[config.mk]
export PLATFORM = sky130hd
export DESIGN_NAME = json_string_unescape_utf8
export DESIGN_NICKNAME = d
export VERILOG_FILES = /design/src/hdl/jsu_pkg.sv /design/src/hdl/jsu_front.sv /design/src/hdl/jsu_fifo.sv /design/src/hdl/jsu_back.sv /design/src/hdl/json_string_unescape_utf8.sv
export SDC_FILE = /design/constraint.sdc
export NUM_CORES = 1
export LEC_CHECK = 0
export BUFFER_PORTS_ARGS = -buffer_cell sky130_fd_sc_hd__buf_2
export CORE_MARGIN = 3
export CORE_UTILIZATION = 40
export DETAILED_ROUTE_END_ITERATION = 12
export PLACE_DENSITY = 0.65
export SLEW_MARGIN = 20
export SYNTH_ARGS = -nofsm -noshare
export SYNTH_HDL_FRONTEND = slang
export SYNTH_SLANG_ARGS = --single-unit
[constraint.sdc]
create_clock -name clk -period 4.5 [get_ports clk]
set_input_delay 1.35 -clock clk [delete_from_list [all_inputs] [get_ports clk]]
set_output_delay 1.35 -clock clk [all_outputs]
set_load 0.03 [all_outputs]
[src/hdl/jsu_pkg.sv]
`timescale 1ns / 1ps
`default_nettype none

package jsu_pkg;

    localparam int CP_W = 21;

    localparam logic [1:0] KIND_BYTE  = 2'd0;
    localparam logic [1:0] KIND_CLOSE = 2'd1;
    localparam logic [1:0] KIND_ERROR = 2'd2;

    localparam logic [2:0] ERR_NONE      = 3'd0;
    localparam logic [2:0] ERR_NO_QUOTE  = 3'd1;
    localparam logic [2:0] ERR_UNTERM    = 3'd2;
    localparam logic [2:0] ERR_ESC_SHORT = 3'd3;
    localparam logic [2:0] ERR_BAD_ESC   = 3'd4;
    localparam logic [2:0] ERR_BAD_HEX   = 3'd5;
    localparam logic [2:0] ERR_NO_LOW    = 3'd6;
    localparam logic [2:0] ERR_BAD_LOW   = 3'd7;

    // one decoded event from one input word
    typedef struct packed {
        logic [1:0]      kind;
        logic [2:0]      err;
        logic            raw;   // byte passes through as is, no utf-8 expansion
        logic [CP_W-1:0] cp;
    } job_t;

endpackage

`default_nettype wire

[src/hdl/jsu_front.sv]
`timescale 1ns / 1ps
`default_nettype none

module jsu_front
    import jsu_pkg::*;
(
    input  wire logic       clk,
    input  wire logic       rst_n,
    input  wire logic [7:0] in_byte,
    input  wire logic       end_of_text,
    input  wire logic       take,
    output logic            push,
    output job_t            job
);

    localparam logic [2:0] ST_AWAIT   = 3'd0;
    localparam logic [2:0] ST_BODY    = 3'd1;
    localparam logic [2:0] ST_ESC     = 3'd2;
    localparam logic [2:0] ST_HEX     = 3'd3;
    localparam logic [2:0] ST_WANT_BS = 3'd4;
    localparam logic [2:0] ST_WANT_U  = 3'd5;
    localparam logic [2:0] ST_HEX_LOW = 3'd6;

    localparam logic [7:0] CH_QUOTE = 8'h22;
    localparam logic [7:0] CH_BSL   = 8'h5C;
    localparam logic [7:0] CH_SLASH = 8'h2F;
    localparam logic [7:0] CH_B     = 8'h62;
    localparam logic [7:0] CH_F     = 8'h66;
    localparam logic [7:0] CH_N     = 8'h6E;
    localparam logic [7:0] CH_R     = 8'h72;
    localparam logic [7:0] CH_T     = 8'h74;
    localparam logic [7:0] CH_U     = 8'h75;

    localparam logic [5:0] HI_SURR_TOP = 6'b110110;
    localparam logic [5:0] LO_SURR_TOP = 6'b110111;
    localparam logic [CP_W-1:0] SUPP_BASE = 21'h10000;

    logic [2:0]  state_reg, state_next;
    logic [1:0]  cnt_reg, cnt_next;
    logic [15:0] acc_reg, acc_next;
    logic [9:0]  hi_reg, hi_next;
    logic        emit;
    logic [4:0]  digit;
    logic [15:0] acc_shift;

    // bit 4 set marks a non-hex character
    function automatic logic [4:0] hex_value(input logic [7:0] c);
        logic [4:0] v;
        begin
            if (c >= 8'h30 && c <= 8'h39)
                v = {1'b0, c[3:0]};
            else if ((c >= 8'h61 && c <= 8'h66) || (c >= 8'h41 && c <= 8'h46))
                v = {1'b0, c[3:0] + 4'd9};
            else
                v = 5'h10;
            return v;
        end
    endfunction

    assign digit     = hex_value(in_byte);
    assign acc_shift = {acc_reg[11:0], digit[3:0]};
    assign push      = take && emit;

    always_comb
    begin
        state_next = state_reg;
        cnt_next   = cnt_reg;
        acc_next   = acc_reg;
        hi_next    = hi_reg;
        emit       = 1'b0;
        job.kind   = KIND_BYTE;
        job.err    = ERR_NONE;
        job.raw    = 1'b0;
        job.cp     = {{(CP_W-8){1'b0}}, in_byte};

        unique case (state_reg)
            ST_BODY:
            begin
                if (end_of_text)
                begin
                    emit     = 1'b1;
                    job.kind = KIND_ERROR;
                    job.err  = ERR_UNTERM;
                end
                else if (in_byte == CH_QUOTE)
                begin
                    emit       = 1'b1;
                    job.kind   = KIND_CLOSE;
                    state_next = ST_AWAIT;
                end
                else if (in_byte == CH_BSL)
                    state_next = ST_ESC;
                else
                begin
                    emit    = 1'b1;
                    job.raw = 1'b1;
                end
            end
            ST_ESC:
            begin
                state_next = ST_BODY;
                emit       = 1'b1;
                if (end_of_text)
                begin
                    job.kind = KIND_ERROR;
                    job.err  = ERR_ESC_SHORT;
                end
                else
                begin
                    unique case (in_byte)
                        CH_QUOTE, CH_BSL, CH_SLASH: job.cp = {{(CP_W-8){1'b0}}, in_byte};
                        CH_B: job.cp = 21'h08;
                        CH_F: job.cp = 21'h0C;
                        CH_N: job.cp = 21'h0A;
                        CH_R: job.cp = 21'h0D;
                        CH_T: job.cp = 21'h09;
                        CH_U:
                        begin
                            emit       = 1'b0;
                            state_next = ST_HEX;
                            cnt_next   = 2'd0;
                            acc_next   = 16'h0;
                        end
                        default:
                        begin
                            job.kind = KIND_ERROR;
                            job.err  = ERR_BAD_ESC;
                        end
                    endcase
                end
            end
            ST_HEX, ST_HEX_LOW:
            begin
                if (end_of_text)
                begin
                    emit     = 1'b1;
                    job.kind = KIND_ERROR;
                    job.err  = (state_reg == ST_HEX) ? ERR_ESC_SHORT : ERR_NO_LOW;
                end
                else if (digit[4])
                begin
                    emit     = 1'b1;
                    job.kind = KIND_ERROR;
                    job.err  = ERR_BAD_HEX;
                end
                else if (cnt_reg != 2'd3)
                begin
                    cnt_next = cnt_reg + 2'd1;
                    acc_next = acc_shift;
                end
                else
                begin
                    // fourth digit completes the value
                    cnt_next = 2'd0;
                    acc_next = 16'h0;
                    if (state_reg == ST_HEX)
                    begin
                        if (acc_shift[15:10] == HI_SURR_TOP)
                        begin
                            hi_next    = acc_shift[9:0];
                            state_next = ST_WANT_BS;
                        end
                        else
                        begin
                            emit       = 1'b1;
                            job.cp     = {{(CP_W-16){1'b0}}, acc_shift};
                            state_next = ST_BODY;
                        end
                    end
                    else if (acc_shift[15:10] != LO_SURR_TOP)
                    begin
                        emit     = 1'b1;
                        job.kind = KIND_ERROR;
                        job.err  = ERR_BAD_LOW;
                    end
                    else
                    begin
                        emit       = 1'b1;
                        job.cp     = SUPP_BASE + {1'b0, hi_reg, acc_shift[9:0]};
                        hi_next    = 10'h0;
                        state_next = ST_BODY;
                    end
                end
            end
            ST_WANT_BS:
            begin
                if (end_of_text || in_byte != CH_BSL)
                begin
                    emit     = 1'b1;
                    job.kind = KIND_ERROR;
                    job.err  = ERR_NO_LOW;
                end
                else
                    state_next = ST_WANT_U;
            end
            ST_WANT_U:
            begin
                if (end_of_text || in_byte != CH_U)
                begin
                    emit     = 1'b1;
                    job.kind = KIND_ERROR;
                    job.err  = ERR_NO_LOW;
                end
                else
                begin
                    state_next = ST_HEX_LOW;
                    cnt_next   = 2'd0;
                    acc_next   = 16'h0;
                end
            end
            default:
            begin
                state_next = ST_AWAIT;
                if (!end_of_text)
                begin
                    if (in_byte == CH_QUOTE)
                        state_next = ST_BODY;
                    else
                    begin
                        emit     = 1'b1;
                        job.kind = KIND_ERROR;
                        job.err  = ERR_NO_QUOTE;
                    end
                end
            end
        endcase

        // any error drops back to waiting for a quote
        if (emit && job.kind == KIND_ERROR)
        begin
            state_next = ST_AWAIT;
            cnt_next   = 2'd0;
            acc_next   = 16'h0;
            hi_next    = 10'h0;
        end
        if (job.kind != KIND_BYTE)
            job.cp = '0;
    end

    always_ff @(posedge clk or negedge rst_n)
    begin
        if (!rst_n)
        begin
            state_reg <= ST_AWAIT;
            cnt_reg   <= 2'd0;
            acc_reg   <= 16'h0;
            hi_reg    <= 10'h0;
        end
        else if (take)
        begin
            state_reg <= state_next;
            cnt_reg   <= cnt_next;
            acc_reg   <= acc_next;
            hi_reg    <= hi_next;
        end
    end

endmodule

`default_nettype wire

[src/hdl/jsu_fifo.sv]
`timescale 1ns / 1ps
`default_nettype none

module jsu_fifo
    import jsu_pkg::*;
#(
    parameter int DEPTH = 4
)
(
    input  wire logic clk,
    input  wire logic rst_n,
    input  wire logic push,
    input  wire job_t wr_job,
    input  wire logic pop,
    output job_t      rd_job,
    output logic      not_empty,
    output logic      full
);

    localparam int PTR_W = (DEPTH > 1) ? $clog2(DEPTH) : 1;
    localparam int CNT_W = $clog2(DEPTH + 1);

    job_t             slot_reg [DEPTH];
    logic [PTR_W-1:0] wr_ptr_reg, rd_ptr_reg;
    logic [CNT_W-1:0] cnt_reg;

    function automatic logic [PTR_W-1:0] wrap_inc(input logic [PTR_W-1:0] p);
        begin
            return (p == PTR_W'(DEPTH - 1)) ? '0 : p + 1'b1;
        end
    endfunction

    assign rd_job    = slot_reg[rd_ptr_reg];
    assign not_empty = (cnt_reg != '0);
    assign full      = (cnt_reg == CNT_W'(DEPTH));

    always_ff @(posedge clk)
    begin
        if (push)
            slot_reg[wr_ptr_reg] <= wr_job;
    end

    always_ff @(posedge clk or negedge rst_n)
    begin
        if (!rst_n)
        begin
            wr_ptr_reg <= '0;
            rd_ptr_reg <= '0;
            cnt_reg    <= '0;
        end
        else
        begin
            if (push)
                wr_ptr_reg <= wrap_inc(wr_ptr_reg);
            if (pop)
                rd_ptr_reg <= wrap_inc(rd_ptr_reg);
            if (push && !pop)
                cnt_reg <= cnt_reg + 1'b1;
            else if (pop && !push)
                cnt_reg <= cnt_reg - 1'b1;
        end
    end

endmodule

`default_nettype wire

[src/hdl/jsu_back.sv]
`timescale 1ns / 1ps
`default_nettype none

module jsu_back
    import jsu_pkg::*;
(
    input  wire logic       clk,
    input  wire logic       rst_n,
    input  wire job_t       head,
    input  wire logic       head_valid,
    output logic            pop,
    output logic            res_valid,
    input  wire logic       res_ready,
    output logic [7:0]      out_byte,
    output logic [1:0]      kind,
    output logic [2:0]      error_code,
    output logic            last_of_run
);

    job_t       job_reg;
    logic       act_reg;
    logic [1:0] idx_reg;
    logic       res_valid_reg;
    logic [7:0] out_byte_reg;
    logic [1:0] kind_reg;
    logic [2:0] err_reg;
    logic       last_reg;
    logic [1:0] len_m1;
    logic       is_last;
    logic       advance;
    logic       load;

    // number of utf-8 bytes minus one
    function automatic logic [1:0] utf8_len_m1(input logic [CP_W-1:0] cp);
        begin
            if (cp[CP_W-1:7] == '0)
                return 2'd0;
            else if (cp[CP_W-1:11] == '0)
                return 2'd1;
            else if (cp[CP_W-1:16] == '0)
                return 2'd2;
            else
                return 2'd3;
        end
    endfunction

    function automatic logic [7:0] utf8_byte(input logic [CP_W-1:0] cp,
                                             input logic [1:0] lm1,
                                             input logic [1:0] idx);
        logic [7:0] b;
        begin
            b = {2'b10, cp[5:0]};
            unique case (lm1)
                2'd0: b = cp[7:0];
                2'd1:
                begin
                    if (idx == 2'd0)
                        b = {3'b110, cp[10:6]};
                end
                2'd2:
                begin
                    if (idx == 2'd0)
                        b = {4'b1110, cp[15:12]};
                    else if (idx == 2'd1)
                        b = {2'b10, cp[11:6]};
                end
                default:
                begin
                    if (idx == 2'd0)
                        b = {5'b11110, cp[20:18]};
                    else if (idx == 2'd1)
                        b = {2'b10, cp[17:12]};
                    else if (idx == 2'd2)
                        b = {2'b10, cp[11:6]};
                end
            endcase
            return b;
        end
    endfunction

    // raw bytes and markers leave as a single word
    assign len_m1  = (job_reg.kind == KIND_BYTE && !job_reg.raw) ?
                     utf8_len_m1(job_reg.cp) : 2'd0;
    assign is_last = (idx_reg == len_m1);
    assign advance = act_reg && (!res_valid_reg || res_ready);
    assign load    = head_valid && (!act_reg || (advance && is_last));
    assign pop     = load;

    assign res_valid   = res_valid_reg;
    assign out_byte    = out_byte_reg;
    assign kind        = kind_reg;
    assign error_code  = err_reg;
    assign last_of_run = last_reg;

    always_ff @(posedge clk or negedge rst_n)
    begin
        if (!rst_n)
        begin
            act_reg       <= 1'b0;
            idx_reg       <= 2'd0;
            res_valid_reg <= 1'b0;
        end
        else
        begin
            if (load)
            begin
                act_reg <= 1'b1;
                idx_reg <= 2'd0;
            end
            else if (advance)
            begin
                if (is_last)
                    act_reg <= 1'b0;
                idx_reg <= idx_reg + 2'd1;
            end
            if (advance)
                res_valid_reg <= 1'b1;
            else if (res_ready)
                res_valid_reg <= 1'b0;
        end
    end

    always_ff @(posedge clk)
    begin
        if (load)
            job_reg <= head;
        if (advance)
        begin
            out_byte_reg <= (job_reg.kind == KIND_BYTE) ?
                            utf8_byte(job_reg.cp, len_m1, idx_reg) : 8'h00;
            kind_reg     <= job_reg.kind;
            err_reg      <= job_reg.err;
            last_reg     <= is_last;
        end
    end

endmodule

`default_nettype wire

[src/hdl/json_string_unescape_utf8.sv]
// path: each job passes through the job queue, the back end job register and its output register
// throughput: one input word per cycle while the four-entry job queue has room
// a code point of N utf-8 bytes holds the output side for all N bytes, so queue fill sets rate
// reset: rst_n is asynchronous, active low; decoder waits for an opening quote, queue empty
`timescale 1ns / 1ps
`default_nettype none

module json_string_unescape_utf8
    import jsu_pkg::*;
#(
    parameter int QUEUE_DEPTH = 4
)
(
    input  wire logic       clk,
    input  wire logic       rst_n,
    // input byte channel
    input  wire logic       src_valid,
    output logic            src_ready,
    input  wire logic [7:0] in_byte,
    input  wire logic       end_of_text,
    // result channel
    output logic            res_valid,
    input  wire logic       res_ready,
    output logic [7:0]      out_byte,
    output logic [1:0]      kind,
    output logic [2:0]      error_code,
    output logic            last_of_run
);

    logic take;         // input word accepted this cycle
    logic push;         // front end produced a job
    job_t front_job;
    job_t head_job;
    logic head_valid;
    logic q_full;
    logic pop;

    // the front end only stalls when the job queue is full
    assign src_ready = !q_full;
    assign take      = src_valid && src_ready;

    // parser: tracks quote, escape and \u state, turns each input word
    // into at most one job (code point, raw byte, close marker or error)
    jsu_front u_front (
        .clk         (clk),
        .rst_n       (rst_n),
        .in_byte     (in_byte),
        .end_of_text (end_of_text),
        .take        (take),
        .push        (push),
        .job         (front_job)
    );

    // short queue decouples parsing from utf-8 expansion
    jsu_fifo #(
        .DEPTH (QUEUE_DEPTH)
    ) u_fifo (
        .clk       (clk),
        .rst_n     (rst_n),
        .push      (push),
        .wr_job    (front_job),
        .pop       (pop),
        .rd_job    (head_job),
        .not_empty (head_valid),
        .full      (q_full)
    );

    // back end: expands each job into one to four result words through
    // a registered output stage
    jsu_back u_back (
        .clk         (clk),
        .rst_n       (rst_n),
        .head        (head_job),
        .head_valid  (head_valid),
        .pop         (pop),
        .res_valid   (res_valid),
        .res_ready   (res_ready),
        .out_byte    (out_byte),
        .kind        (kind),
        .error_code  (error_code),
        .last_of_run (last_of_run)
    );

endmodule

`default_nettype wire

* After elaboration in Yosys (flattened, before gate mapping) *
Memories as Yosys holds them, arrays and structs flattened. A register that Yosys moved wholly into a read port is not among the register bits.
Index checks and enable logic that the tools add are counted.

word-level totals
  latch bits = 0
  flip-flop bits (word level) = 52
  input bits = 13
  RAM bits = 108
  memory bits (read-only) = 0
  memories = 1

memories
  memory           depth  bits a word  read ports  clocked after Yosys merged registers in  wr ports  RTL line        source
  u_fifo.slot_reg  4      27           1           1                                        1         jsu_fifo.sv:23  job_t slot_reg [DEPTH];

operators by class
  equality and inequality tests = 44
  muxes and demuxes = 111
  multipliers = 0
  reduce and logical (&&, ||, !) cells = 43
  divide/modulo/power cells = 0
  bitwise logic cells = 0
  add/sub/neg operators = 8
  shifts and indexed selects = 0
  magnitude comparators = 6

operators with widths
  cell                                                                                  count
  21-bit two-way mux                                                                    7
  12-bit two-way mux                                                                    7
  10-bit two-way mux                                                                    8
  5-bit two-way mux                                                                     13
  8-bit by 7-bit == test with 1-bit output (second input constant)                      7
  3-bit two-way mux                                                                     17
  21-bit case mux with 2 select lines                                                   1
  8-bit case mux with 5 select lines                                                    1
  12-bit case mux with 3 select lines                                                   1
  2-bit two-way mux                                                                     17
  1-bit two-way mux                                                                     27
  5-bit case mux with 5 select lines                                                    1
  8-bit two-way mux                                                                     3
  8-bit case mux with 3 select lines                                                    1
  17-bit by 20-bit adder with 21-bit output (first input constant)                      1
  8-bit by 6-bit == test with 1-bit output (second input constant)                      2
  8-bit by 7-bit greater-or-equal comparator with 1-bit output (second input constant)  2
  8-bit by 7-bit <= comparator with 1-bit output (second input constant)                2
  16-bit two-way mux                                                                    1
  8-bit by 7-bit != test with 1-bit output (second input constant)                      2
  3-bit by 2-bit != test with 1-bit output (second input constant)                      5
  3-bit != test (second input constant)                                                 5
  3-bit case mux with 5 select lines                                                    1
  14-bit logical NOT                                                                    1
  36 further kinds                                                                      79

* Logic depth before layout (Yosys ltp) *
Gate-level depths: netlist (run 1).

  depth after elaboration = 13
  depth in mapped cells = 13

* Modules after synthesis *
A second synthesis (run 1) with hierarchy kept.

unflattened totals
  cell total of the unflattened synthesis = 677
  area total of the unflattened synthesis = 8,944.8 um2

by module, submodules not included
  module                     area each (um2)  instances  cells each
  jsu_fifo                   4,319.1          1          178
  jsu_front                  2,399.8          1          322
  jsu_back                   2,215.9          1          175
  json_string_unescape_utf8  10.0             1          2

* Worst setup path after synthesis (run 1) *
Ideal clock, no wire load.

  path type = input port to flip-flop
  start point = input res_ready
  end point = register u_fifo.cnt_reg[1]
  required time = 4,375 ps
  stages = 8
  buffers on the path = 0
  arrival time = 4,186 ps
  library setup time = 125 ps
  slack = 189 ps
  path through = nand2b_1 > o31ai_1 > a21oi_1 > inv_1 > ha_1 > inv_1 > fa_1 > mux2_2

between the ends
  cells in the longest elaborated chain, start to end = 8

RTL lines
  element                                                  RTL line                         source
  from (decl)                                              json_string_unescape_utf8.sv:23  input wire logic res_ready,
  1-bit logical OR (*)                                     jsu_back.sv:85                   assign advance = act_reg && (!res_valid_reg || res_ready);
  1-bit logical AND (*)                                    jsu_back.sv:85
  1-bit logical AND (*)                                    jsu_back.sv:86                   assign load = head_valid && (!act_reg || (advance && is_last));
  1-bit logical OR (*)                                     jsu_back.sv:86
  1-bit logical AND (*)                                    jsu_back.sv:86
  net pop                                                  json_string_unescape_utf8.sv:36  logic pop;
  1-bit logical NOT                                        jsu_fifo.sv:57                   if (push && !pop)
  1-bit logical AND                                        jsu_fifo.sv:57
  3-bit two-way mux or 2-bit nonzero test (tied branches)  n/a
  to (signal assigned)                                     jsu_fifo.sv:58                   cnt_reg <= cnt_reg + 1'b1;
  to (signal assigned)                                     jsu_fifo.sv:60                   cnt_reg <= cnt_reg - 1'b1;
  to (decl)                                                jsu_fifo.sv:25                   logic [CNT_W-1:0] cnt_reg;

Mark *: on every way through the listed nets, which the timed path passes. The rest lies on a longest branch.
A chain may end at the register's enable or synchronous reset.

* Worst setup path in the final report (run 1) *
  start point = input in_byte[1]
  end point = register u_fifo.cnt_reg[2]

between the ends
  cells in the longest elaborated chain, start to end = 12

RTL lines
  element                                                                                                                         RTL line                         source
  from (decl)                                                                                                                     json_string_unescape_utf8.sv:19  input wire logic [7:0] in_byte,
  8-bit by 7-bit greater-or-equal comparator with 1-bit output or 8-bit by 7-bit <= comparator with 1-bit output (tied branches)  jsu_front.sv:52                  else if ((c >= 8'h61 && c <= 8'h66) || (c >= 8'h41 && c <= 8'h46))
  1-bit logical AND                                                                                                               jsu_front.sv:52
  1-bit logical OR                                                                                                                jsu_front.sv:52
  5-bit two-way mux                                                                                                               jsu_front.sv:52
  5-bit two-way mux                                                                                                               jsu_front.sv:50                  if (c >= 8'h30 && c <= 8'h39)
  1-bit two-way mux                                                                                                               jsu_front.sv:140                 else if (digit[4])
  1-bit two-way mux                                                                                                               jsu_front.sv:134                 if (end_of_text)
  1-bit case mux with 5 select lines (*)                                                                                          jsu_front.sv:76                  unique case (state_reg)
  1-bit logical AND (*)                                                                                                           jsu_front.sv:62                  assign push = take && emit;
  net push                                                                                                                        json_string_unescape_utf8.sv:31  logic push;
  1-bit logical NOT                                                                                                               jsu_fifo.sv:59                   else if (pop && !push)
  1-bit logical AND                                                                                                               jsu_fifo.sv:59
  2-bit nonzero test (no source line)                                                                                             n/a

Marked as above.

==> parameters.txt, run 1 <==
Parameter                              Value

Status
  Outcome    complete, no violations

Placement
  Final weighted congestion of routability-driven global placement    0.921
  Number of placed instances with taps included    915
  Number of port buffers    28
  Post-detail-place hpwl    12,500 µm

Worst setup path
  CP required    4840 ps
  Flop-to-flop setup slack    1170 ps
  Cells along the critical path    buf_2, inv_1, ha_1, nor3b_1, a311oi_4, nor2_1, o21ai_0, a31oi_1, ha_1, inv_1, fa_1, xor2_1, nor2_1, xor2_1
  Reg-to-reg critical path endpoint    u_fifo.cnt_reg[1]$_DFFE_PN0P_
  Critical Path Source Type    input pin
  Setup Crit Path Kind    in2reg
  Register-to-Register Path Depth    10
  Max stage delay on crit path    460 ps
  Startpoint of the lowest-slack register-to-register path    u_back.job_reg[7]$_DFFE_PP_
  Data arrival time of the critical path    4090 ps
  Maximum net fanout on the critical path    6
  Slowest stage cell, crit path    nor3b_1
  Endpoint class of the critical path    flop

CTS
  Number of buffers added by the clock tree synthesis step    17
  Clock insertion delay at the later pin of the skew report    420 ps
  Number of H-tree branching levels    4
  Resized cells post-CTS    0
  Setup repair bufs after CTS    0
  Quantity of hold-fixing buffers added after cts    0
  Clock-pin slew of the registers on the worst-case setup and hold paths    60 ps
  Clock tree from TritonCTS    built
  Clock root buffer    clkbuf_16
  Clock sink total    187
  Clock Path Buffers    2

Die
  Chip Height    154 µm
  Floorplan Core Area    21,200 µm²
  Initial core utilization    41.1%
  Full die area    23,600 µm²
  Std cell rows    53
  Top-Level Pins    29
  Chip width    154 µm

Synth
  Mean Syn Cell Area    13.7 µm²
  Main synth FF type    edfxtp_1
  Most frequent cell after synthesis    edfxtp_1
  EDFF count, synth    149
  Library cell occupying the most area in the post-synthesis netlist    edfxtp_1
  Number of cells produced by synthesis    634
  Synth warnings    0
  Count of state elements after synthesis    187
  Proportion of synthesized chip area in sequential cells    62.3%
  Summed instance area of the synthesized netlist    8710 µm²
  Top area cells in the synthesized netlist    edfxtp_1 51%, dfrtp_1 11%, mux4_2 7.0%
  Async set-reset flop share out of synthesis    20.3%
  Post-synthesis cell type count    65
  Syn Nets    667
  Most frequent cells after synthesis    149 x edfxtp_1, 51 x nand2_1, 47 x nor2_1, 38 x dfrtp_1, 29 x a21oi_1
  Post-synth top area share    51.3%

STA
  Final Max Slew Viols    0
  Final worst path period need    3740 ps
  Final setup skew    8.87 ps
  Max Fclk    0.267 GHz
  RSZ-0062 raised after global routing    no
  Crit share post-route    83.2%
  Headroom to the max-slew limit    39.7%
  Transition at the pin with the smallest max-transition slack    904 ps
  Final hold violation count    0
  Setup-violating endpoint count in the final report    0
  Total negative setup slack    0 ps

Cells and area
  Final Instance Count excl. Fillers    946
  Number of flip-flops under the largest register name    108
  Area added between synthesis and finish    11.8%
  Diodes inserted    0
  Ratio of cells with drive above 1 in the final layout    18.9%
  Number of nets at the end of the flow    692

GRT
  Residual overflow from global routing    0
  Met1 layer usage reported by global route    22.3%
  Grt met2 use    24.3%
  Antenna violations before repair    0
  Number of global-route vias before repair    5,401
  Met3 usage    3.38%
  Largest net degree at the start of global routing    39
  Global-route usage over all layers    15.6%
  Wire length of the first global-routing pass    29,300 µm
  Global routing's busiest layer    met2

Job
  Number of violations of the max-capacitance limit    0

Power and ir drop
  Leakage power of the design    0.00346 µW
  Power per Cell Area    537 nW/µm²
  Total power after layout    5230 µW
  Largest vdd supply drop    0.251 mV

Route
  Vias per cell    5.66
  Remaining design rule violation count    0
  DR WL/cell    18.9 µm
  Final antenna-violating net count    0
  Final Routed Wirelength    17,900 µm
  Vias    5,359
  Starting DRC count in detailed routing    442
  Number of iterations in the first detailed-routing pass    5

Hold path
  Hold path depth    0
  HP Start    u_back.job_reg[24]$_DFFE_PP_
  Worst-case hold path end point    u_back.error_code[2]$_DFFE_PP_
  Path type of the worst min-delay path    reg2reg
[cell type report]
type | instances | area [µm²]
Tap cell | 275 | 344
Timing Repair Buffer | 40 | 280
Clock inverter | 13 | 105
Sequential cell | 187 | 5430
Clock buffer | 18 | 429
Multi-Input combinational cell | 393 | 3080
Inverter | 20 | 75.1
Fill cell | 1882 | 11500
[cell families after synthesis]
kind of cell / count (synthesis) / synth area share (%)
compound gates: 129 / 10.8
mux: 54 / 10.3
flops: 187 / 62.3
buf+inv: 54 / 2.47
fa+ha+maj: 20 / 2.96
xor+xnor: 6 / 0.603
simple gates: 184 / 10.7
[report_power, final]
part           switching (µW)  internal, µW  total [µW]
Clock                     597           751        1350
Combinational             789           611        1400
Sequential                238          2240        2480
[worst max-delay path by stage]
stage,end,from,slack (ps)
floorplan,u_fifo.cnt_reg[1]$_DFFE_PN0P_,res_ready,190
global placement,u_fifo.cnt_reg[1]$_DFFE_PN0P_,in_byte[3],440
detailed placement,u_fifo.cnt_reg[2]$_DFFE_PN0P_,in_byte[1],340
CTS,u_fifo.cnt_reg[2]$_DFFE_PN0P_,in_byte[1],770
global route,u_fifo.cnt_reg[2]$_DFFE_PN0P_,in_byte[1],560
finish,u_fifo.cnt_reg[2]$_DFFE_PN0P_,in_byte[1],760
[metrics by stage]
step / cell area (µm²) / util, % / worst slack (ps) / hold WS [ps]
2_1_floorplan: 8710 / - / 189 / 400
3_3_place_gp: 9200 / 43.4 / 438 / 406
3_5_place_dp: 9200 / 43.4 / 344 / 405
4_1_cts: 9740 / 45.9 / 775 / 420
5_1_grt: 9740 / 45.9 / 560 / 437
6_report: 9740 / 45.9 / 756 / 417
[routing by layer]
layer | vias to the layer above | wire length, µm
met1 | 2655 | 8330
met2 | 176 | 8350
met3 | 29 | 848
li1 | 2499 | -
met4 | 0 | 338
met5 | - | 0
[cells in the final DEF, fill, tap and decap left out, drive strengths merged, types with 11 or more instances in the layout]
cell,synthesis,final
mux4,27,27
clkbuf,25,18
a22o,21,21
o21ai,26,26
mux2i,11,11
dfrtp,38,38
ha,19,19
a21oi,29,29
nand2,51,51
inv,20,20
mux2,16,16
buf,9,40
nand3,15,15
edfxtp,149,149
nor2,47,47
[critical path, delay by kind of cell]
family / cells / cell delay (ps)
buf+inv: 3 / 350
compound gates: 3 / 480
xor+xnor: 2 / 320
simple gates: 3 / 740
fa+ha+maj: 3 / 850
(Power assumes the default switching activity.)
==> inputs of run 2 (changes only) <==
--- a/config.mk
+++ b/config.mk
@@ -5,6 +5,7 @@
 export SDC_FILE = /design/constraint.sdc
 export NUM_CORES = 1
 export LEC_CHECK = 0
+export ABC_AREA = 1
 export BUFFER_PORTS_ARGS = -buffer_cell sky130_fd_sc_hd__buf_2
 export CORE_MARGIN = 3
 export CORE_UTILIZATION = 40
==> constraint.sdc (replaced) <==
create_clock -name clk -period 3.6 [get_ports clk]
set_input_delay 1.08 -clock clk [delete_from_list [all_inputs] [get_ports clk]]
set_output_delay 1.08 -clock clk [all_outputs]
set_load 0.03 [all_outputs]
==> parameters.txt, run 2 <==
Parameter                              Value

Status
  Outcome    complete, no violations

CTS
  Quantity of hold-fixing buffers added after cts    0 (unchanged)
  Clock tree from TritonCTS    built
  Clock root buffer    clkbuf_16
  Clock Path Buffers    2 (unchanged)
  Setup repair bufs after CTS    0 (unchanged)
  Clock insertion delay at the later pin of the skew report    430 ps (about the same)
  Resized cells post-CTS    0 (unchanged)
  Number of H-tree branching levels    4 (unchanged)
  Number of buffers added by the clock tree synthesis step    17 (unchanged)
  Clock sink total    187 (unchanged)
  Clock-pin slew of the registers on the worst-case setup and hold paths    70 ps (about the same)

Cells and area
  Diodes inserted    0 (unchanged)
  Ratio of cells with drive above 1 in the final layout    12.5% (-6.4 points)
  Area added between synthesis and finish    13.8%
  Fill cells    2,059 (+9.4%)
  Most used cells in the layout excluding fill and tap cells    173 x nand2_1, 149 x edfxtp_1, 135 x nor2_1, 85 x o21ai_0, 73 x inv_1
  Number of nets at the end of the flow    1,019 (+47%)
  Layout Cell Area excl Fill    10,300 µm² (+5.9%)
  Most frequent standard cell in the layout excluding fill and tap cells    nand2_1
  Number of flip-flops under the largest register name    108 (unchanged)

STA
  Final hold violation count    0 (unchanged)
  Transition at the pin with the smallest max-transition slack    1000 ps (+97.7 ps)
  Final setup slack of the worst path    494 ps (-262 ps)
  Final worst path period need    3110 ps
  Setup-violating endpoint count in the final report    0 (unchanged)
  Headroom to the max-slew limit    33.2% (-6.5 points)
  Final setup skew    11.3 ps (+2.46 ps)
  Max Fclk    0.322 GHz
  RSZ-0062 raised after global routing    no
  Crit share post-route    86.3%
  Final Max Slew Viols    0 (unchanged)

GRT
  Residual overflow from global routing    0 (unchanged)
  Wire length of the first global-routing pass    34,300 µm (+17%)
  Antenna violations before repair    0 (unchanged)
  Largest net degree at the start of global routing    58 (+49%)
  Number of global-route vias before repair    6,625 (+23%)
  Global-route usage over all layers    17.8% (+2.2 points)

Route
  Vias per cell    5.37 (-5.3%)
  Starting DRC count in detailed routing    507 (+15%)
  Vias    6,865 (+28%)
  DR WL/cell    16.5 µm (-12%)
  Number of iterations in the first detailed-routing pass    5 (unchanged)
  Remaining design rule violation count    0 (unchanged)
  Final antenna-violating net count    0 (unchanged)
  Final Routed Wirelength    21,200 µm (+19%)

Die
  Chip Height    157 µm (+1.9%)
  Full die area    24,500 µm² (+3.9%)
  Top-Level Pins    29 (unchanged)
  Floorplan Core Area    22,000 µm² (+3.8%)
  Std cell rows    54 (+1.9%)
  Initial core utilization    41.2% (+0.11 points)
  Chip width    157 µm (+1.9%)

Synth
  EDFF count, synth    149 (unchanged)
  Most frequent cell after synthesis    nand2_1
  Post-synth top area share    49.3% (-2.0 points)
  Proportion of synthesized chip area in sequential cells    59.8% (-2.4 points)
  Mean Syn Cell Area    9.65 µm² (-30%)
  Synth warnings    0 (unchanged)
  Syn Nets    973 (+46%)
  Number of cells produced by synthesis    940 (+48%)
  Most frequent cells after synthesis    173 x nand2_1, 149 x edfxtp_1, 139 x nor2_1, 85 x o21ai_0, 73 x inv_1
  Post-synthesis cell type count    44 (-32%)
  Main synth FF type    edfxtp_1
  Count of state elements after synthesis    187 (unchanged)
  Async set-reset flop share out of synthesis    20.3% (unchanged)
  Summed instance area of the synthesized netlist    9070 µm² (+4.1%)
  Top area cells in the synthesized netlist    edfxtp_1 49%, dfrtp_1 10%, nand2_1 7.2%
  Library cell occupying the most area in the post-synthesis netlist    edfxtp_1

Job
  Number of violations of the max-capacitance limit    0 (unchanged)

Worst setup path
  Endpoint class of the critical path    flop
  Critical Path Source Type    flop
  Max stage delay on crit path    410 ps (-50 ps)
  Setup Crit Path Kind    reg2reg
  CP required    3920 ps (-920 ps)
  Number of buffers and inverters on the critical path    3 (unchanged)
  Cell type group with the largest total delay on the critical path    simple AND/OR/NAND/NOR gates
  Data arrival time of the critical path    3420 ps (-670 ps)
  Maximum net fanout on the critical path    8 (+2)
  Register-to-Register Path Depth    13 (+3)
  Cells along the critical path    nor2_1, inv_1, nor2_1, inv_1, nor2_1, xor2_1, nand3_1, nand2_1, nand2_1, ha_1, inv_1, fa_1, mux2_2
  Slowest stage cell, crit path    fa_1
  Depth of the critical timing path with buffers and inverters included    13 (-1)

Placement
  Final weighted congestion of routability-driven global placement    0.894 (-3.0%)
  Number of port buffers    28 (unchanged)
  Worst setup slack before clock tree synthesis    102 ps (-242 ps)
  Post-placement cell area    9720 µm² (+5.6%)
  Post-detail-place hpwl    14,700 µm (+18%)

Hold path
  Path type of the worst min-delay path    reg2reg
  Hold path depth    0 (unchanged)

Power and ir drop
  Power per Cell Area    751 nW/µm² (+40%)
  Largest vdd supply drop    0.490 mV (+95%)
  Leakage power of the design    0.00402 µW (+16%)
## run 2: cell types whose count changed in the layout (fill, tap and decap cells not counted), sizes merged, moves of 15 or more
cell / previous run / this run
o21ai: 26 / 87
buf: 40 / 65
nand3: 15 / 63
nor2: 47 / 143
a22o: 21 / 0
nand2: 51 / 182
o22ai: 0 / 32
mux2: 16 / 1
mux4: 27 / 0
inv: 20 / 83
## run 2: report_power, final
group | total [µW] | switching (µW) | internal (µW)
clock network | 1840 | 841 | 1000
registers | 3290 | 218 | 3070
logic | 2620 | 1860 | 767
total | 7750 | 2920 | 4840
## run 2: final timing paths
kind                                              start                             end  slack [ps]
setup / recovery           u_back.job_reg[26]$_DFFE_PP_   u_fifo.cnt_reg[1]$_DFFE_PN0P_         490
hold / removal             u_back.job_reg[24]$_DFFE_PP_  u_back.error_code[2]$_DFFE_PP_         420
setup reg to reg           u_back.job_reg[26]$_DFFE_PP_   u_fifo.cnt_reg[1]$_DFFE_PN0P_         490
hold reg to reg            u_back.job_reg[24]$_DFFE_PP_  u_back.error_code[2]$_DFFE_PP_         420
max in group asynchronous                         rst_n   u_back.idx_reg[1]$_DFFE_PN0P_        2160
min in group asynchronous                         rst_n  u_front.acc_reg[7]$_DFFE_PN0P_         800
## run 2: kinds of logic (layout without fill, tap and decap cells)
group / count (synthesis) / after routing / share of synthesized area (%)
muxes: 1 / 1 / 0.124
buffers and inverters: 117 / 176 / 5.12
AOI/OAI and AO/OA: 182 / 182 / 11.4
xor gates and xnor gates: 6 / 6 / 0.579
DFF: 187 / 187 / 59.8
and+or+nand+nor: 427 / 427 / 20.1
adders and majority gates: 20 / 20 / 2.84
## run 2: metrics by stage
stage / hold WS (ps) / total power (µW) / TNS (ps) / cells / utilization (%)
final: 423 / 7750 / 0 / 1279 / 46.8
after global routing: 447 / 8280 / 0 / 1279 / 46.8
after detailed placement: 409 / 5960 / 0 / 1247 / 44.1
after global placement: 405 / 5910 / 0 / 1247 / 44.1
after floorplan: 400 / 5110 / -24620 / 940 / -
after CTS: 427 / 7800 / 0 / 1279 / 46.8
## run 2: layout make-up
class	instances	area, µm²	share of cell area, %
flip-flops and latches	187	5430	52.6
inverters	79	297	2.87
clock inverters	14	156	1.52
repair buffers	65	455	4.41
well taps	280	350	3.40
multi-input cells	636	3190	31.0
clock buffers	18	439	4.26
## run 2: routing by layer
layer	global-route usage (%)	up-vias	wire (µm)
li1	-	3343	-
met1	23.5	3283	9520
met2	29.6	197	10100
met3	3.40	42	993
met4	6.29	0	541
met5	0	-	0
==> inputs of run 3 (changes only) <==
==> constraint.sdc (replaced) <==
create_clock -name clk -period 3.11 [get_ports clk]
set_input_delay 0.933 -clock clk [delete_from_list [all_inputs] [get_ports clk]]
set_output_delay 0.933 -clock clk [all_outputs]
set_load 0.03 [all_outputs]
==> parameters.txt, run 3 (synthesized netlist as in run 2, its figures left out) <==
Parameter                              Value

Status
  Outcome    complete, no violations

Placement
  Number of port buffers    28 (unchanged)
  Final weighted congestion of routability-driven global placement    0.918 (+2.7%)
  Worst setup slack before clock tree synthesis    -124 ps (-226 ps)
  Post-placement cell area    10,000 µm² (+2.9%)
  Post-detail-place hpwl    14,400 µm (-1.9%)

Cells and area
  Layout Utilization    48.2% (+1.3 points)
  Ratio of cells with drive above 1 in the final layout    15.5% (+3.0 points)
  Most frequent standard cell in the layout excluding fill and tap cells    nand2_1
  Number of nets at the end of the flow    1,051 (+3.1%)
  Diodes inserted    0 (unchanged)
  Area added between synthesis and finish    17.0%
  Layout Cell Area excl Fill    10,600 µm² (+2.9%)
  Most used cells in the layout excluding fill and tap cells    172 x nand2_1, 149 x edfxtp_1, 135 x nor2_1, 84 x o21ai_0, 72 x inv_1
  Number of flip-flops under the largest register name    108 (unchanged)

Die
  Chip width    157 µm (unchanged)
  Top-Level Pins    29 (unchanged)
  Chip Height    157 µm (unchanged)
  Floorplan Core Area    22,000 µm² (unchanged)
  Full die area    24,500 µm² (unchanged)
  Std cell rows    54 (unchanged)
  Initial core utilization    41.2% (unchanged)

Power and ir drop
  Power per Cell Area    865 nW/µm² (+15%)
  Net load switching power    3370 µW (+15%)
  Largest vdd supply drop    0.396 mV (-19%)
  Portion of total power attributed to the clock network    24.1% (+0.3 points)
  Sequential fraction of design power    41.5% (-0.9 points)
  Internal    5810 µW (+20%)
  Combinational power share    34.4% (+0.6 points)
  Sw frac    36.7% (-0.93 points)
  Leakage power of the design    0.00419 µW (+4.2%)

STA
  RSZ-0062 raised after global routing    no
  Headroom to the max-slew limit    36.0% (+2.8 points)
  Final setup slack of the worst path    304 ps (-190 ps)
  Max Fclk    0.356 GHz
  Final hold violation count    0 (unchanged)
  Final Max Slew Viols    0 (unchanged)
  Crit share post-route    90.2%
  Setup-violating endpoint count in the final report    0 (unchanged)
  Transition at the pin with the smallest max-transition slack    959 ps (-42.6 ps)
  Final setup skew    9.34 ps (-1.98 ps)
  Total negative setup slack    0 ps (unchanged)
  Final worst path period need    2810 ps

Route
  Final antenna-violating net count    0 (unchanged)
  Starting DRC count in detailed routing    620 (+22%)
  Vias    6,907 (+0.61%)
  Vias per cell    5.27 (-1.8%)
  Number of iterations in the first detailed-routing pass    5 (unchanged)
  DR WL/cell    15.9 µm (-4.1%)
  Remaining design rule violation count    0 (unchanged)
  Final Routed Wirelength    20,800 µm (-1.7%)

Worst setup path
  Startpoint of the lowest-slack register-to-register path    u_back.job_reg[20]$_DFFE_PP_
  Setup Crit Path Kind    in2reg
  Critical Path Source Type    input pin
  Flop-to-flop setup slack    330 ps (-160 ps)
  CP required    3430 ps (-490 ps)
  Data arrival time of the critical path    3120 ps (-300 ps)
  Reg-to-reg critical path endpoint    u_fifo.cnt_reg[2]$_DFFE_PN0P_
  Register-to-Register Path Depth    15 (+2)
  Endpoint class of the critical path    flop
  Maximum net fanout on the critical path    4 (-4)

CTS
  Clock insertion delay at the later pin of the skew report    430 ps (about the same)
  Resized cells post-CTS    0 (unchanged)
  Number of buffers added by the clock tree synthesis step    17 (unchanged)
  Clock tree from TritonCTS    built
  Clock Path Buffers    2 (unchanged)
  Clock root buffer    clkbuf_16
  Clock-pin slew of the registers on the worst-case setup and hold paths    70 ps (about the same)
  Quantity of hold-fixing buffers added after cts    0 (unchanged)
  Clock sink total    187 (unchanged)
  Setup repair bufs after CTS    0 (unchanged)
  Number of H-tree branching levels    4 (unchanged)

GRT
  Global-route usage over all layers    17.6% (-0.27 points)
  Largest net degree at the start of global routing    58 (unchanged)
  Number of global-route vias before repair    6,455 (-2.6%)
  Residual overflow from global routing    0 (unchanged)
  Wire length of the first global-routing pass    33,800 µm (-1.5%)
  Antenna violations before repair    0 (unchanged)

Hold path
  Path type of the worst min-delay path    reg2reg
  Hold path depth    0 (unchanged)
  Worst-case hold path end point    u_back.error_code[0]$_DFFE_PP_
  HP Start    u_back.job_reg[22]$_DFFE_PP_

Job
  Number of violations of the max-capacitance limit    0 (unchanged)
-- run 3: changes by cell type in the layout (fill, tap and decap cells not counted), sizes merged --
cell / before / now
clkinv: 7 / 6
clkinvlp: 2 / 0
clkbuf: 18 / 20
bufinv: 1 / 2
buf: 65 / 97
-- run 3: power groups by stage --
| stage | sequential [µW] | clock [µW] | combinational [µW] |
|---|---|---|---|
| final | 3810 | 2210 | 3160 |
| after global routing | 3870 | 2340 | 3550 |
| after CTS | 3810 | 2240 | 3190 |
| after detailed placement | 3860 | 0 | 3180 |
| after global placement | 3850 | 0 | 3130 |
| after floorplan | 3990 | 0 | 1950 |
-- run 3: worst max path at each step --
| stage | start | to | slack (ps) | cells after the start |
|---|---|---|---|---|
| finish | in_byte[0] | u_fifo.cnt_reg[1]$_DFFE_PN0P_ | 300 | 16 |
| global route | u_back.job_reg[25]$_DFFE_PP_ | u_fifo.cnt_reg[1]$_DFFE_PN0P_ | 80 | 13 |
| CTS | u_back.job_reg[25]$_DFFE_PP_ | u_fifo.cnt_reg[1]$_DFFE_PN0P_ | 310 | 13 |
| detailed placement | in_byte[1] | u_fifo.cnt_reg[1]$_DFFE_PN0P_ | -120 | 16 |
| global placement | in_byte[0] | u_fifo.cnt_reg[2]$_DFFE_PN0P_ | -70 | 20 |
| floorplan | in_byte[0] | u_fifo.slot_reg[0][0]$_DFFE_PP_ | -10 | 13 |
-- run 3: per-stage QoR --
step	hold slack (ps)	power, µW	instances
global route	441	9760	1311
floorplan	400	5930	940
global placement	402	6980	1279
finish	422	9180	1311
CTS	424	9230	1311
detailed placement	408	7040	1279
-- run 3: final cells by class --
type / instances / area [µm²]
Clock buffer: 20 / 457
Clock inverter: 12 / 156
Fill cell: 2025 / 11400
Inverter: 79 / 297
Multi-Input combinational cell: 636 / 3210
Sequential cell: 187 / 5430
Tap cell: 280 / 350
Timing Repair Buffer: 97 / 721
-- run 3: routing by layer --
layer,GRT usage [%],vias up,routed length [µm]
li1,-,3409,-
met1,24.0,3270,9580
met2,28.6,200,9880
met3,3.40,28,974
met4,5.25,0,374
met5,0,-,0
-- run 3: worst max-delay path, stage by stage --
cell	delay [ps]
buf_2	120
inv_2	80
ha_2	200
inv_1	60
nor2_1	130
nand2_1	90
inv_1	90
o211ai_1	90
o22ai_1	140
nand2_1	130
nand2_2	90
inv_1	40
ha_1	190
inv_1	80
fa_1	400
mux2_2	260
